File: src/rtl/core/fir_filter_49_tap_fixed_point_unit_defines.svh
// assertion macros used by the fir49 top-level rtl
`ifndef FIR_FILTER_49_TAP_FIXED_POINT_UNIT_DEFINES_SVH
`define FIR_FILTER_49_TAP_FIXED_POINT_UNIT_DEFINES_SVH

// concurrent check, switched off while reset is held
`define FIR49_ASSERT_RST(lbl, clk, rst_n, prop, msg) \
    lbl: assert property (@(posedge clk) disable iff (!rst_n) prop) else $error(msg);

// concurrent check that also holds during reset
`define FIR49_ASSERT_ALWAYS(lbl, clk, prop, msg) \
    lbl: assert property (@(posedge clk) prop) else $error(msg);

`endif

File: src/rtl/core/fir49_pkg.sv
`default_nettype none

package fir49_pkg;

    localparam int TAPS_DEF         = 49;
    localparam int SAMPLE_WIDTH_DEF = 10;
    localparam int SCALE_SHIFT_DEF  = 10;

    localparam int WEIGHT_WIDTH = 11;
    localparam int TABLE_LEN    = 49;
    localparam int TABLE_AW     = $clog2(TABLE_LEN);
    localparam int OUT_WIDTH    = 12;

    // low-pass taps scaled by 1024, truncated toward zero; symmetric about the center
    localparam logic signed [WEIGHT_WIDTH-1:0] TAP_WEIGHTS [TABLE_LEN] = '{
         11'sd4,    11'sd7,   -11'sd2,   -11'sd7,    11'sd3,
         11'sd0,   -11'sd9,    11'sd4,    11'sd4,   -11'sd13,
         11'sd3,    11'sd11,  -11'sd18,  -11'sd1,    11'sd22,
        -11'sd23,  -11'sd11,   11'sd40,  -11'sd26,  -11'sd34,
         11'sd77,  -11'sd29,  -11'sd123,  11'sd294,  11'sd652,
         11'sd294, -11'sd123, -11'sd29,   11'sd77,  -11'sd34,
        -11'sd26,   11'sd40,  -11'sd11,  -11'sd23,   11'sd22,
        -11'sd1,   -11'sd18,   11'sd11,   11'sd3,   -11'sd13,
         11'sd4,    11'sd4,   -11'sd9,    11'sd0,    11'sd3,
        -11'sd7,   -11'sd2,    11'sd7,    11'sd4
    };

    typedef enum logic [1:0] {
        S_IDLE,
        S_MAC,
        S_FLUSH,
        S_DONE
    } t_state;

    // per-cycle commands from the sequencer to the datapath
    typedef struct packed {
        logic load;
        logic step;
        logic flush;
    } t_ctl;

    // taps past the end of the table weigh nothing
    function automatic logic signed [WEIGHT_WIDTH-1:0] tap_weight(input int idx);
        logic signed [WEIGHT_WIDTH-1:0] w;
        logic [31:0] uidx;
        uidx = 32'(idx);
        w = '0;
        if (idx >= 0 && idx < TABLE_LEN) begin
            w = TAP_WEIGHTS[uidx[TABLE_AW-1:0]];
        end
        return w;
    endfunction

endpackage

`default_nettype wire

File: src/rtl/core/fir49_if.sv
`default_nettype none

interface fir49_in_if #(
    parameter int SAMPLE_WIDTH = fir49_pkg::SAMPLE_WIDTH_DEF
);
    logic                           valid;
    logic                           ready;
    logic signed [SAMPLE_WIDTH-1:0] sample_in;

    modport source (output valid, output sample_in, input ready);
    modport sink   (input valid, input sample_in, output ready);
endinterface

interface fir49_out_if;
    logic                                   valid;
    logic                                   ready;
    logic signed [fir49_pkg::OUT_WIDTH-1:0] filtered_out;

    modport source (output valid, output filtered_out, input ready);
    modport sink   (input valid, input filtered_out, output ready);
endinterface

`default_nettype wire

File: src/rtl/core/fir49_line.sv
`default_nettype none

module fir49_line #(
    parameter int TAPS         = fir49_pkg::TAPS_DEF,
    parameter int SAMPLE_WIDTH = fir49_pkg::SAMPLE_WIDTH_DEF
) (
    input  wire                            i_clk,
    input  wire                            i_rst_n,
    input  wire fir49_pkg::t_ctl           i_ctl,
    input  wire logic signed [SAMPLE_WIDTH-1:0] i_sample,
    output logic signed [SAMPLE_WIDTH-1:0] o_head
);

    // entry 0 is the newest sample; the ring turns once per tap
    logic signed [SAMPLE_WIDTH-1:0] r_line [TAPS];

    always_ff @(posedge i_clk) begin
        if (!i_rst_n) begin
            for (int j = 0; j < TAPS; j++) begin
                r_line[j] <= '0;
            end
        end else if (i_ctl.load) begin
            r_line[0] <= i_sample;
            for (int j = 1; j < TAPS; j++) begin
                r_line[j] <= r_line[j-1];
            end
        end else if (i_ctl.step) begin
            for (int j = 0; j < TAPS - 1; j++) begin
                r_line[j] <= r_line[j+1];
            end
            r_line[TAPS-1] <= r_line[0];
        end
    end

    assign o_head = r_line[0];

endmodule

`default_nettype wire

File: src/rtl/core/fir49_mac.sv
`default_nettype none

module fir49_mac #(
    parameter int TAPS         = fir49_pkg::TAPS_DEF,
    parameter int SAMPLE_WIDTH = fir49_pkg::SAMPLE_WIDTH_DEF,
    parameter int SCALE_SHIFT  = fir49_pkg::SCALE_SHIFT_DEF
) (
    input  wire                                  i_clk,
    input  wire fir49_pkg::t_ctl                 i_ctl,
    input  wire logic signed [SAMPLE_WIDTH-1:0]  i_head,
    input  wire logic [$clog2(TAPS)-1:0]         i_tap,
    output logic signed [fir49_pkg::OUT_WIDTH-1:0] o_result
);

    localparam int WW     = fir49_pkg::WEIGHT_WIDTH;
    localparam int PROD_W = SAMPLE_WIDTH + WW;
    localparam int ACC_W  = PROD_W + $clog2(TAPS);
    localparam int OW     = fir49_pkg::OUT_WIDTH;

    localparam logic signed [ACC_W-1:0] SAT_HI = ACC_W'((2 ** (OW - 1)) - 1);
    localparam logic signed [ACC_W-1:0] SAT_LO = -SAT_HI - ACC_W'(1);
    localparam logic signed [ACC_W-1:0] BIAS   = ACC_W'((2 ** SCALE_SHIFT) - 1);

    logic signed [WW-1:0]     weight;
    logic signed [PROD_W-1:0] r_prod;
    logic signed [ACC_W-1:0]  r_acc;
    logic signed [ACC_W-1:0]  prod_ext;
    logic signed [ACC_W-1:0]  biased;
    logic signed [ACC_W-1:0]  quot;

    assign weight   = fir49_pkg::tap_weight(int'(i_tap));
    assign prod_ext = ACC_W'(r_prod);

    always_ff @(posedge i_clk) begin
        if (i_ctl.load) begin
            r_prod <= '0;
            r_acc  <= '0;
        end else if (i_ctl.step) begin
            r_prod <= i_head * weight;
            r_acc  <= r_acc + prod_ext;
        end else if (i_ctl.flush) begin
            r_acc  <= r_acc + prod_ext;
        end
    end

    // divide toward zero: negative sums get the bias before the arithmetic shift
    always_comb begin
        biased = r_acc + (r_acc[ACC_W-1] ? BIAS : '0);
        quot   = biased >>> SCALE_SHIFT;
        if (quot > SAT_HI) begin
            o_result = SAT_HI[OW-1:0];
        end else if (quot < SAT_LO) begin
            o_result = SAT_LO[OW-1:0];
        end else begin
            o_result = quot[OW-1:0];
        end
    end

endmodule

`default_nettype wire

File: src/rtl/core/fir_filter_49_tap_fixed_point_unit.sv
// 49-tap direct-form fir low-pass filter for signed accelerometer samples. each
// accepted input word yields exactly one output word: the sum of the newest
// sample and the previous TAPS-1 samples times a fixed table of weights scaled
// by 2^SCALE_SHIFT, divided by 2^SCALE_SHIFT with truncation toward zero and
// saturated to signed 12 bits. samples flow word-serially: the delay line is a
// ring of registers that turns one tap per clock past a single narrow multiplier,
// so each word is done with before the next word can be taken: the multiply-
// accumulate takes one tap per clock, the flush state drains the product
// register, the done state loads the rounded and saturated sum into the output
// register and the unit goes back to idle to take the next word.
// the round and saturate step waits for as long as the output register still
// holds a word that has not been taken. the input is taken only while the unit
// is idle; a finished word waits in the output register, so the next sample can
// be accepted before the previous result is taken. the delay line clears to zero
// on reset, with no clearing pass.
`default_nettype none

`include "fir_filter_49_tap_fixed_point_unit_defines.svh"

module fir_filter_49_tap_fixed_point_unit #(
    parameter int TAPS         = fir49_pkg::TAPS_DEF,
    parameter int SAMPLE_WIDTH = fir49_pkg::SAMPLE_WIDTH_DEF,
    parameter int SCALE_SHIFT  = fir49_pkg::SCALE_SHIFT_DEF
) (
    input  wire          i_clk,
    input  wire          i_rst_n,
    fir49_in_if.sink     i_sample,
    fir49_out_if.source  o_result
);

    localparam int TW = $clog2(TAPS);
    localparam int OW = fir49_pkg::OUT_WIDTH;
    localparam logic [TW-1:0] LAST_TAP = TW'(TAPS - 1);

    fir49_pkg::t_state r_state, n_state;
    logic [TW-1:0]     r_tap, n_tap;
    fir49_pkg::t_ctl   ctl;

    logic signed [SAMPLE_WIDTH-1:0] head;
    logic signed [OW-1:0]           result;
    logic signed [OW-1:0]           r_out;
    logic                           r_out_vld, n_out_vld;

    logic in_acc;     // input word taken this cycle
    logic out_free;   // output register empty or draining this cycle
    logic load_out;   // finished word moves into the output register

    assign in_acc   = i_sample.valid && i_sample.ready;
    assign out_free = !r_out_vld || o_result.ready;

    // sequencer: next state
    always_comb begin
        n_state = r_state;
        unique case (r_state)
            fir49_pkg::S_IDLE: begin
                if (in_acc) n_state = fir49_pkg::S_MAC;
            end
            fir49_pkg::S_MAC: begin
                if (r_tap == LAST_TAP) n_state = fir49_pkg::S_FLUSH;
            end
            fir49_pkg::S_FLUSH: begin
                n_state = fir49_pkg::S_DONE;
            end
            fir49_pkg::S_DONE: begin
                if (out_free) n_state = fir49_pkg::S_IDLE;
            end
            default: begin
                n_state = fir49_pkg::S_IDLE;
            end
        endcase
    end

    // sequencer: outputs
    always_comb begin
        ctl.load  = in_acc;
        ctl.step  = (r_state == fir49_pkg::S_MAC);
        ctl.flush = (r_state == fir49_pkg::S_FLUSH);
        load_out  = (r_state == fir49_pkg::S_DONE) && out_free;

        // tap counter follows the ring position
        n_tap = r_tap;
        if (ctl.load) begin
            n_tap = '0;
        end else if (ctl.step) begin
            n_tap = (r_tap == LAST_TAP) ? '0 : r_tap + TW'(1);
        end

        n_out_vld = r_out_vld;
        if (load_out) begin
            n_out_vld = 1'b1;
        end else if (o_result.ready) begin
            n_out_vld = 1'b0;
        end
    end

    always_ff @(posedge i_clk) begin
        if (!i_rst_n) begin
            r_state   <= fir49_pkg::S_IDLE;
            r_tap     <= '0;
            r_out_vld <= 1'b0;
        end else begin
            r_state   <= n_state;
            r_tap     <= n_tap;
            r_out_vld <= n_out_vld;
        end
    end

    // output word register, payload only
    always_ff @(posedge i_clk) begin
        if (load_out) begin
            r_out <= result;
        end
    end

    fir49_line #(
        .TAPS         (TAPS),
        .SAMPLE_WIDTH (SAMPLE_WIDTH)
    ) u_line (
        .i_clk    (i_clk),
        .i_rst_n  (i_rst_n),
        .i_ctl    (ctl),
        .i_sample (i_sample.sample_in),
        .o_head   (head)
    );

    fir49_mac #(
        .TAPS         (TAPS),
        .SAMPLE_WIDTH (SAMPLE_WIDTH),
        .SCALE_SHIFT  (SCALE_SHIFT)
    ) u_mac (
        .i_clk    (i_clk),
        .i_ctl    (ctl),
        .i_head   (head),
        .i_tap    (r_tap),
        .o_result (result)
    );

    assign i_sample.ready        = (r_state == fir49_pkg::S_IDLE);
    assign o_result.valid        = r_out_vld;
    assign o_result.filtered_out = r_out;

    // an accepted word starts the multiply-accumulate at the first tap
    `FIR49_ASSERT_RST(a_accept_starts, i_clk, i_rst_n,
        in_acc |=> (r_state == fir49_pkg::S_MAC && r_tap == '0),
        "accepted word did not start at tap zero")

    // the last tap always hands over to the drain cycle
    `FIR49_ASSERT_RST(a_last_tap_flush, i_clk, i_rst_n,
        (r_state == fir49_pkg::S_MAC && r_tap == LAST_TAP) |=> r_state == fir49_pkg::S_FLUSH,
        "last tap did not lead to flush")

    // a new output word only appears out of the done state
    `FIR49_ASSERT_RST(a_out_from_done, i_clk, i_rst_n,
        $rose(o_result.valid) |-> $past(r_state) == fir49_pkg::S_DONE,
        "output word appeared outside done")

    // once reset has been sampled low, no word is shown and the sequencer is idle
    `FIR49_ASSERT_ALWAYS(a_reset_quiet, i_clk,
        !i_rst_n |=> (!o_result.valid && r_state == fir49_pkg::S_IDLE),
        "state not cleared by reset")

endmodule

`default_nettype wire
File: src/flat_wrapper.sv
// flat-port wrapper written by rule: the top's interface ports become plain ports
module fir_filter_49_tap_fixed_point_unit_flat 
#(
    parameter int TAPS         = fir49_pkg::TAPS_DEF,
    parameter int SAMPLE_WIDTH = fir49_pkg::SAMPLE_WIDTH_DEF,
    parameter int SCALE_SHIFT  = fir49_pkg::SCALE_SHIFT_DEF
)
  (i_clk, i_rst_n, i_sample_valid, i_sample_sample_in, i_sample_ready, o_result_valid, o_result_filtered_out, o_result_ready);
  fir49_in_if #(.SAMPLE_WIDTH(SAMPLE_WIDTH)) i_sample_i ();
  fir49_out_if o_result_i ();
  input  wire i_clk;
  input  wire i_rst_n;
  input wire logic [$bits(i_sample_i.valid)-1:0] i_sample_valid;
  input wire logic [$bits(i_sample_i.sample_in)-1:0] i_sample_sample_in;
  output wire logic [$bits(i_sample_i.ready)-1:0] i_sample_ready;
  output wire logic [$bits(o_result_i.valid)-1:0] o_result_valid;
  output wire logic [$bits(o_result_i.filtered_out)-1:0] o_result_filtered_out;
  input wire logic [$bits(o_result_i.ready)-1:0] o_result_ready;
  assign i_sample_i.valid = i_sample_valid;
  assign i_sample_i.sample_in = i_sample_sample_in;
  assign i_sample_ready = i_sample_i.ready;
  assign o_result_valid = o_result_i.valid;
  assign o_result_filtered_out = o_result_i.filtered_out;
  assign o_result_i.ready = o_result_ready;
  fir_filter_49_tap_fixed_point_unit #(.TAPS(TAPS), .SAMPLE_WIDTH(SAMPLE_WIDTH), .SCALE_SHIFT(SCALE_SHIFT)) u_core (.i_clk(i_clk), .i_rst_n(i_rst_n), .i_sample(i_sample_i), .o_result(o_result_i));
endmodule
File: config.mk
export PLATFORM = sky130hd
export DESIGN_NAME = fir_filter_49_tap_fixed_point_unit_flat
export DESIGN_NICKNAME = d
export VERILOG_FILES = /design/src/rtl/core/fir49_pkg.sv /design/src/rtl/core/fir49_if.sv /design/src/rtl/core/fir49_line.sv /design/src/rtl/core/fir49_mac.sv /design/src/rtl/core/fir_filter_49_tap_fixed_point_unit.sv /design/src/flat_wrapper.sv
export VERILOG_INCLUDE_DIRS = /design/src /design/src/rtl/core
export SDC_FILE = /design/constraint.sdc
export NUM_CORES = 1
export LEC_CHECK = 0
export BUFFER_PORTS_ARGS = -buffer_cell sky130_fd_sc_hd__clkbuf_2
export CAP_MARGIN = 25
export CORE_ASPECT_RATIO = 0.9
export CORE_MARGIN = 4
export CORE_UTILIZATION = 30
export DETAILED_ROUTE_END_ITERATION = 7
export SYNTH_ARGS = -nofsm -noshare
export SYNTH_HDL_FRONTEND = slang
export SYNTH_SLANG_ARGS = --single-unit
File: constraint.sdc
create_clock -name i_clk -period 16.9 [get_ports i_clk]
set_input_delay 1.69 -clock i_clk [delete_from_list [all_inputs] [get_ports i_clk]]
set_output_delay 1.69 -clock i_clk [all_outputs]
set_load 0.03 [all_outputs]
==> metrics.md, run 1 <==
| Metric | Value |
|---|---|
| Status | completed |
| First-pass GRT wire length | 106000 µm |
| Post-CTS resize count | 0 |
| Worst slew pin tran | 1.03 ns |
| Max-slew violations | 0 |
| Seq/Total Area, Yosys | 0.516 |
| Syn. warnings | 0 |
| Synth top area share | 0.473 |
| Setup crit end kind | flip-flop |
| Max Clk Rate | 130 MHz |
| Worst r2r src | u_core.r_tap[0] |
| Antenna violations before repair | 0 |
| Die Wd | 348 µm |
| Final nets | 3206 |
| Filler cell count | 10500 |
| Root Buffer | clkbuf_16 |
| Power per cell area | 164 nW/µm² |
| Most frequent CP cell | inv_1 |
| Rel. slew slack | 0.316 |
| Routed WL | 63600 µm |
| LEAKAGE | 0.0131 µW |
| Antenna-violating nets left | 0 |
| Post-layout min period | 7.69 ns |
| Port Buffer Count | 27 |
| Worst-skew pair later-pin latency | 0.60 ns |
| Avg WL per Cell | 14.4 µm |
| # rows | 112 |
| HP Start | u_core.u_mac.r_prod[5] |
| Post-route setup TNS | 0 ns |
| Core ar. | 104000 µm² |
| CTS Hold Bufs | 0 |
| Initial DRC count | 1771 |
| Ratio of cells with drive above 1 in the final layout | 0.0556 |
| Critical-path top delay cell | a2111oi_0 |
| Mapped Area | 31200 µm² |
| Tcrit/Tclk final | 0.455 |
| RSZ-0062 raised after global routing | no |
| Htree depth | 3 |
| Startpoint types | flip-flop |
| Worst path max stage delay | 0.68 ns |
| Vias per std cell | 4.77 |
| Post-synthesis net count | 3270 |
| Final setup viols | 0 |
| Total CTS buffers | 66 |
| Hold Vio Cnt, Final | 0 |
| I/O pin total | 28 |
| Antenna cells | 0 |
| CTS Buffer Depth | 3 |
| GP Congestion | 0.851 |
| Skew final | 0.0263 ns |
| Number of max-cap violations | 0 |
| Total number of vias | 21000 |
| Total power draw | 5710 µW |
| Post-synthesis cell type count | 72 |
| CTS tree | yes |
| Setup Buffers After CTS | 0 |
| Vias in the first global route | 20500 |
| Worst min path class | flip-flop to flip-flop |
| GR Util All Layers | 0.114 |
| EDFF count, synth | 492 |
| Ys flop type | edfxtp_1 |
| Critical Path AT | 8.16 ns |
| Mean Syn Cell Area | 10.2 µm² |
| Largest area contributor in the netlist | edfxtp_1 |
| Clock sinks | 559 |
| FF+latch count, synth | 559 |
| Ys async rst share | 0 |
| Synth-to-Final Area Change | 11.5% |
| Critical path class | flip-flop to flip-flop |
| Hpwl dp | 39800 µm |
| Largest net degree at the start of global routing | 136 |
| # DRC | 0 |
| Cells after synthesis | 3057 |
| Max FO, Critical Path | 17 |
| Synth area leaders | edfxtp_1, nand2_1, fa_1, a21oi_1, mux2i_1 |
| Drt first pass iters | 8 |
| Grt total ovfl | 0 |
| Die ar. | 109000 µm² |
| Worst-path clk slew | 0.06 ns |
| Chip height | 314 µm |
| Maximum vdd drop | 70.1 µV |
| Critical Path RT | 17.37 ns |
| CP Launch Point | u_core.r_tap[0] |
| Initial core utilization | 0.302 |
==> per-stage QoR <==
stage	setup WS [ns]	util	std cells	instance area [µm²]	hold WS (ns)
detailed placement	9.29	0.315	4286	32700	0.491
floorplan	4.56	-	3057	31200	0.459
finish	9.21	0.336	4407	34800	0.493
global route	8.62	0.336	4407	34800	0.514
CTS	9.24	0.334	4400	34600	0.501
global placement	9.48	0.314	4282	32600	0.483
==> kinds of logic (layout without fill, tap and decap cells) <==
kind of cell	after synthesis	count (layout)	synth area share
adders and majority gates	199	199	0.104
xor gates and xnor gates	50	50	0.0140
and+or+nand+nor	1129	1129	0.158
buffers and inverters	375	357	0.0457
muxes	170	170	0.0545
DFF	559	559	0.516
AOI/OAI and AO/OA	575	575	0.108
==> sequential cells by signal, summed over array words and instances, names as in the netlist <==
| name | cells |
|---|---|
| u_core.r_tap | 6 |
| u_core.u_mac.r_prod | 21 |
| u_core.u_mac.r_acc | 27 |
| u_core.o_result.valid | 1 |
| u_core.u_line.r_line | 490 |
| u_core.r_state | 2 |
| u_core.o_result.filtered_out | 12 |
==> cell type report <==
type	instances	area, µm²	share of cell area
Clock buffer	85	1790	0.0513
Timing Repair Buffer	63	616	0.0177
Clock inverter	29	181	0.00521
Sequential cell	559	16100	0.463
Tap cell	1368	1710	0.0492
Inverter	180	676	0.0194
Multi-Input combinational cell	2123	13700	0.394
==> final timing paths <==
kind	to	slack (ns)	depth (start not counted)
max	u_core.u_mac.r_prod[19]	9.21	27
min	u_core.u_mac.r_prod[5]	0.49	2
max reg2reg	u_core.u_mac.r_prod[19]	9.21	27
min reg2reg	u_core.u_mac.r_prod[5]	0.49	2
==> worst max-delay path: cells and delay by family (launching register included) <==
family,cells,cell delay (ns)
flip-flops,1,0.67
AND/OR/NAND/NOR,5,1.11
buffers and inverters,7,0.60
adder cells (fa/ha/maj),7,3.20
XOR/XNOR,1,0.19
AO/OA/AOI/OAI,7,1.79
==> routing by layer <==
layer	vias up	GRT usage	routed length, µm
li1	10400	-	-
met1	10200	0.171	31800
met2	409	0.169	27300
met3	92	0.0212	3020
met4	0	0.0319	1400
met5	-	0	0
==> Yosys cell counts (23+ instances only) <==
cell type,count
nand2_1,739
edfxtp_1,492
a21oi_1,369
inv_1,180
mux2i_1,169
clkbuf_1,163
nor2b_1,163
nor2_1,106
fa_1,100
ha_1,99
dfxtp_1,67
o21ai_0,49
xnor2_1,32
buf_1,25
nand2b_1,23
nor3_1,23
==> where the power goes <==
| group | leakage (µW) | internal (µW) | switching (µW) | total, µW |
|---|---|---|---|---|
| Sequential | 0.00596 | 2260 | 382 | 2640 |
| Clock | 0.000957 | 749 | 576 | 1320 |
| Combinational | 0.00622 | 640 | 1100 | 1740 |
==> cells in the final DEF, fill, tap and decap left out, types with 32 or more instances in the layout <==
cell type  netlist  final
a21oi_1        369    369
mux2i_1        169    169
nor2b_1        163    163
o21ai_0         49     49
dfxtp_1         67     67
ha_1            99     98
inv_1          180    180
clkbuf_16        0     69
nor2_1         106    106
xnor2_1         32     32
edfxtp_1       492    492
nand2_1        739    738
fa_1           100    100
(Power assumes the default switching activity.)
==> inputs of run 2 (changes only) <==
--- a/config.mk
+++ b/config.mk
@@ -6,6 +6,7 @@
 export SDC_FILE = /design/constraint.sdc
 export NUM_CORES = 1
 export LEC_CHECK = 0
+export ABC_AREA = 1
 export BUFFER_PORTS_ARGS = -buffer_cell sky130_fd_sc_hd__clkbuf_2
 export CAP_MARGIN = 25
 export CORE_ASPECT_RATIO = 0.9
==> constraint.sdc (replaced) <==
create_clock -name i_clk -period 7.3 [get_ports i_clk]
set_input_delay 0.73 -clock i_clk [delete_from_list [all_inputs] [get_ports i_clk]]
set_output_delay 0.73 -clock i_clk [all_outputs]
set_load 0.03 [all_outputs]
==> run 2 against run 1 <==
Final cell count increased by 25%. Clock power increased by 150%. Sequential share of layout area decreased by 2.6 points. Maximum frequency increased by 15%. Power increased by 140%. Critical path type unchanged. Critical endpoint is now u_core.u_mac.r_prod[20].
==> metrics.md, run 2 <==
| Metric | Value |
|---|---|
| Routed WL | 73400 µm (was 63600 µm) |
| Tcrit/Tclk final | 0.913 (was 0.455) |
| Initial core utilization | 0.303 (was 0.302) |
| Synth top area share | 0.445 (was 0.473) |
| Ratio of cells with drive above 1 in the final layout | 0.0487 (was 0.0556) |
| First-pass GRT wire length | 122000 µm (was 106000 µm) |
| EDFF count, synth | 492 (unchanged) |
| Most common cell after layout, fill and taps aside | nand2_1 (unchanged) |
| Hpwl dp | 48300 µm (was 39800 µm) |
| FF+latch count, synth | 559 (unchanged) |
| GP Congestion | 0.878 (was 0.851) |
| Final core occ | 0.337 (was 0.336) |
| Post-synthesis net count | 4278 (was 3270) |
| Total power draw | 13800 µW (was 5710 µW) |
| Setup crit end kind | flip-flop (unchanged) |
| Rel. slew slack | 0.241 (was 0.316) |
| Worst-path clk slew | 0.06 ns (about the same) |
| Highest-count cells in the layout ignoring fill and taps | nand2_1, inv_1, edfxtp_1, nor2_1, o22ai_1 (was nand2_1, edfxtp_1, a21oi_1, inv_1, mux2i_1) |
| Largest net degree at the start of global routing | 200 (was 136) |
| Avg WL per Cell | 13.3 µm (was 14.4 µm) |
| Post-synthesis cell type count | 53 (was 72) |
| Worst slack at placement | 0.585 ns (was 9.29 ns) |
| Post-route setup TNS | 0 ns (unchanged) |
| Chip height | 324 µm (was 314 µm) |
| Ys async rst share | 0 (unchanged) |
| I/O pin total | 28 (unchanged) |
| Max Clk Rate | 150 MHz (was 130 MHz) |
| Total CTS buffers | 66 (unchanged) |
| Count leader, synth | nand2_1 (unchanged) |
| Synth area leaders | edfxtp_1, nand2_1, inv_1, fa_1, dfxtp_1 (was edfxtp_1, nand2_1, fa_1, a21oi_1, mux2i_1) |
| Worst path max stage delay | 0.66 ns (was 0.68 ns) |
| Antenna cells | 0 (unchanged) |
| Largest area contributor in the netlist | edfxtp_1 (unchanged) |
| Port Buffer Count | 27 (unchanged) |
| Grt total ovfl | 0 (unchanged) |
| Seq/Total Area, Yosys | 0.486 (was 0.516) |
| Total number of vias | 24900 (was 21000) |
| Antenna violations before repair | 0 (unchanged) |
| CTS Buffer Depth | 3 (unchanged) |
| Worst slew pin tran | 1.14 ns (was 1.03 ns) |
| Cells after synthesis | 4065 (was 3057) |
| # rows | 115 (was 112) |
| Max-slew violations | 0 (unchanged) |
| Worst min path class | input port to flip-flop (was flip-flop to flip-flop) |
| Critical path's top delay family | adder cells (unchanged) |
| Number of max-cap violations | 0 (unchanged) |
| Critical Path AT | 7.19 ns (was 8.16 ns) |
| Largest register FFs | 490 (unchanged) |
| Vias per std cell | 4.50 (was 4.77) |
| Maximum vdd drop | 422 µV (was 70.1 µV) |
| Mean Syn Cell Area | 8.16 µm² (was 10.2 µm²) |
| Skew final | 0.0262 ns (was 0.0263 ns) |
| Status | completed (unchanged) |
| Synth top cells by count | nand2_1, inv_1, edfxtp_1, nor2_1, o22ai_1 (was nand2_1, edfxtp_1, a21oi_1, inv_1, mux2i_1) |
| GR Util All Layers | 0.126 (was 0.114) |
| # DRC | 0 (unchanged) |
| Startpoint types | flip-flop (unchanged) |
| PnR worst setup slack | 0.632 ns (was 9.21 ns) |
| Die ar. | 116000 µm² (was 109000 µm²) |
| Top Registers | u_core.u_line.r_line: 490 flops, u_core.u_mac.r_acc: 27 flops, u_core.u_mac.r_prod: 21 flops (unchanged) |
| Worst-skew pair later-pin latency | 0.61 ns (was 0.60 ns) |
| Antenna-violating nets left | 0 (unchanged) |
| Htree depth | 3 (unchanged) |
| Drt first pass iters | 5 (was 8) |
| Top reg by flops | u_core.u_line.r_line (unchanged) |
| Vias in the first global route | 23800 (was 20500) |
| CTS tree | yes (unchanged) |
| Power per cell area | 375 nW/µm² (was 164 nW/µm²) |
| Hold Vio Cnt, Final | 0 (unchanged) |
| WP buf/inv | 7 (unchanged) |
| Mapped Area | 33200 µm² (was 31200 µm²) |
| LEAKAGE | 0.0185 µW (was 0.0131 µW) |
| RSZ-0062 raised after global routing | no (unchanged) |
| Core ar. | 109000 µm² (was 104000 µm²) |
| Most frequent CP cell | inv_1 (unchanged) |
| Die Wd | 359 µm (was 348 µm) |
| Initial DRC count | 1984 (was 1771) |
| Synth-to-Final Area Change | 11.3% (was 11.5%) |
| Root Buffer | clkbuf_16 (unchanged) |
| Clock sinks | 559 (unchanged) |
| Post-layout min period | 6.67 ns (was 7.69 ns) |
| Critical Path RT | 7.82 ns (was 17.37 ns) |
| Final setup viols | 0 (unchanged) |
| Critical-path top delay cell | fa_1 (was a2111oi_0) |
| Critical path class | flip-flop to flip-flop (unchanged) |
| Final nets | 4229 (was 3206) |
| Ys flop type | edfxtp_1 (unchanged) |
| Max FO, Critical Path | 9 (was 17) |
| Syn. warnings | 0 (unchanged) |
==> run 2: cell count changes in the layout (fill, tap and decap cells not counted), moves of 20 or more <==
cell,change
nor2_1,+102
and2_1,-20
inv_1,+622
nand2b_1,-22
nand3_1,+72
nor2b_1,-163
xnor2_1,-23
nand2_1,+748
a22o_1,-21
mux2i_1,-169
a21oi_1,-289
o21ai_0,+88
o22ai_1,+155
==> run 2: per-stage QoR <==
stage / hold WS, ns / cell area (µm²) / cells
global placement: 0.487 / 34800 / 5409
detailed placement: 0.491 / 34800 / 5410
finish: 0.426 / 36900 / 5528
CTS: 0.385 / 36900 / 5528
floorplan: 0.438 / 33200 / 4065
global route: 0.447 / 36900 / 5528
==> run 2: where the power goes <==
part	total, µW	internal [µW]	switching, µW
Clock	3280	1920	1360
Sequential	5750	5100	651
Combinational	4810	1490	3320
==> run 2: layer usage <==
layer  share of wire  up-vias  track usage
met2            0.42      477        0.188
met4           0.020        0       0.0297
li1                -    12600            -
met3           0.050      101       0.0236
met5               0        -            0
met1            0.51    11700        0.189
==> run 2: cell families after synthesis <==
family	after synthesis	synth area share
compound gates	452	0.0799
simple gates	1837	0.216
flops	559	0.486
fa+ha+maj	199	0.0977
buf+inv	988	0.113
xor+xnor	30	0.00815
==> run 2: path summary, 6_finish.rpt <==
path | start | to | slack, ns | cells after the start
setup reg to reg | u_core.r_tap[0] | u_core.u_mac.r_prod[20] | 0.63 | 28
hold reg to reg | u_core.u_mac.r_prod[4] | u_core.u_mac.r_prod[4] | 0.51 | 2
hold / removal | o_result_ready | u_core.o_result.valid | 0.43 | 4
setup / recovery | u_core.r_tap[0] | u_core.u_mac.r_prod[20] | 0.63 | 28
==> run 2: timing repair <==
| action | 4_1_cts | 5_1_grt |
|---|---|---|
| resized for setup | 0 | 2 |
| hold buffers | 0 | 0 |
| setup buffers | 0 | 0 |
| endpoints found under the setup margin | 0 | 3 |
==> run 2: final cells by class <==
class                   instances  area, µm²
inverters                     817       3070
clock inverters                41        418
well taps                    1462       1830
clock buffers                  77       1720
fillers                     11400      72600
repair buffers                 54        388
flip-flops and latches        559      16100
multi-input cells            2518      13400
==> run 2: worst min-delay path, delay by kind of cell <==
kind            cells  cell delay [ns]
simple gates        1             0.07
buf+inv             2             0.11
compound gates      1             0.06
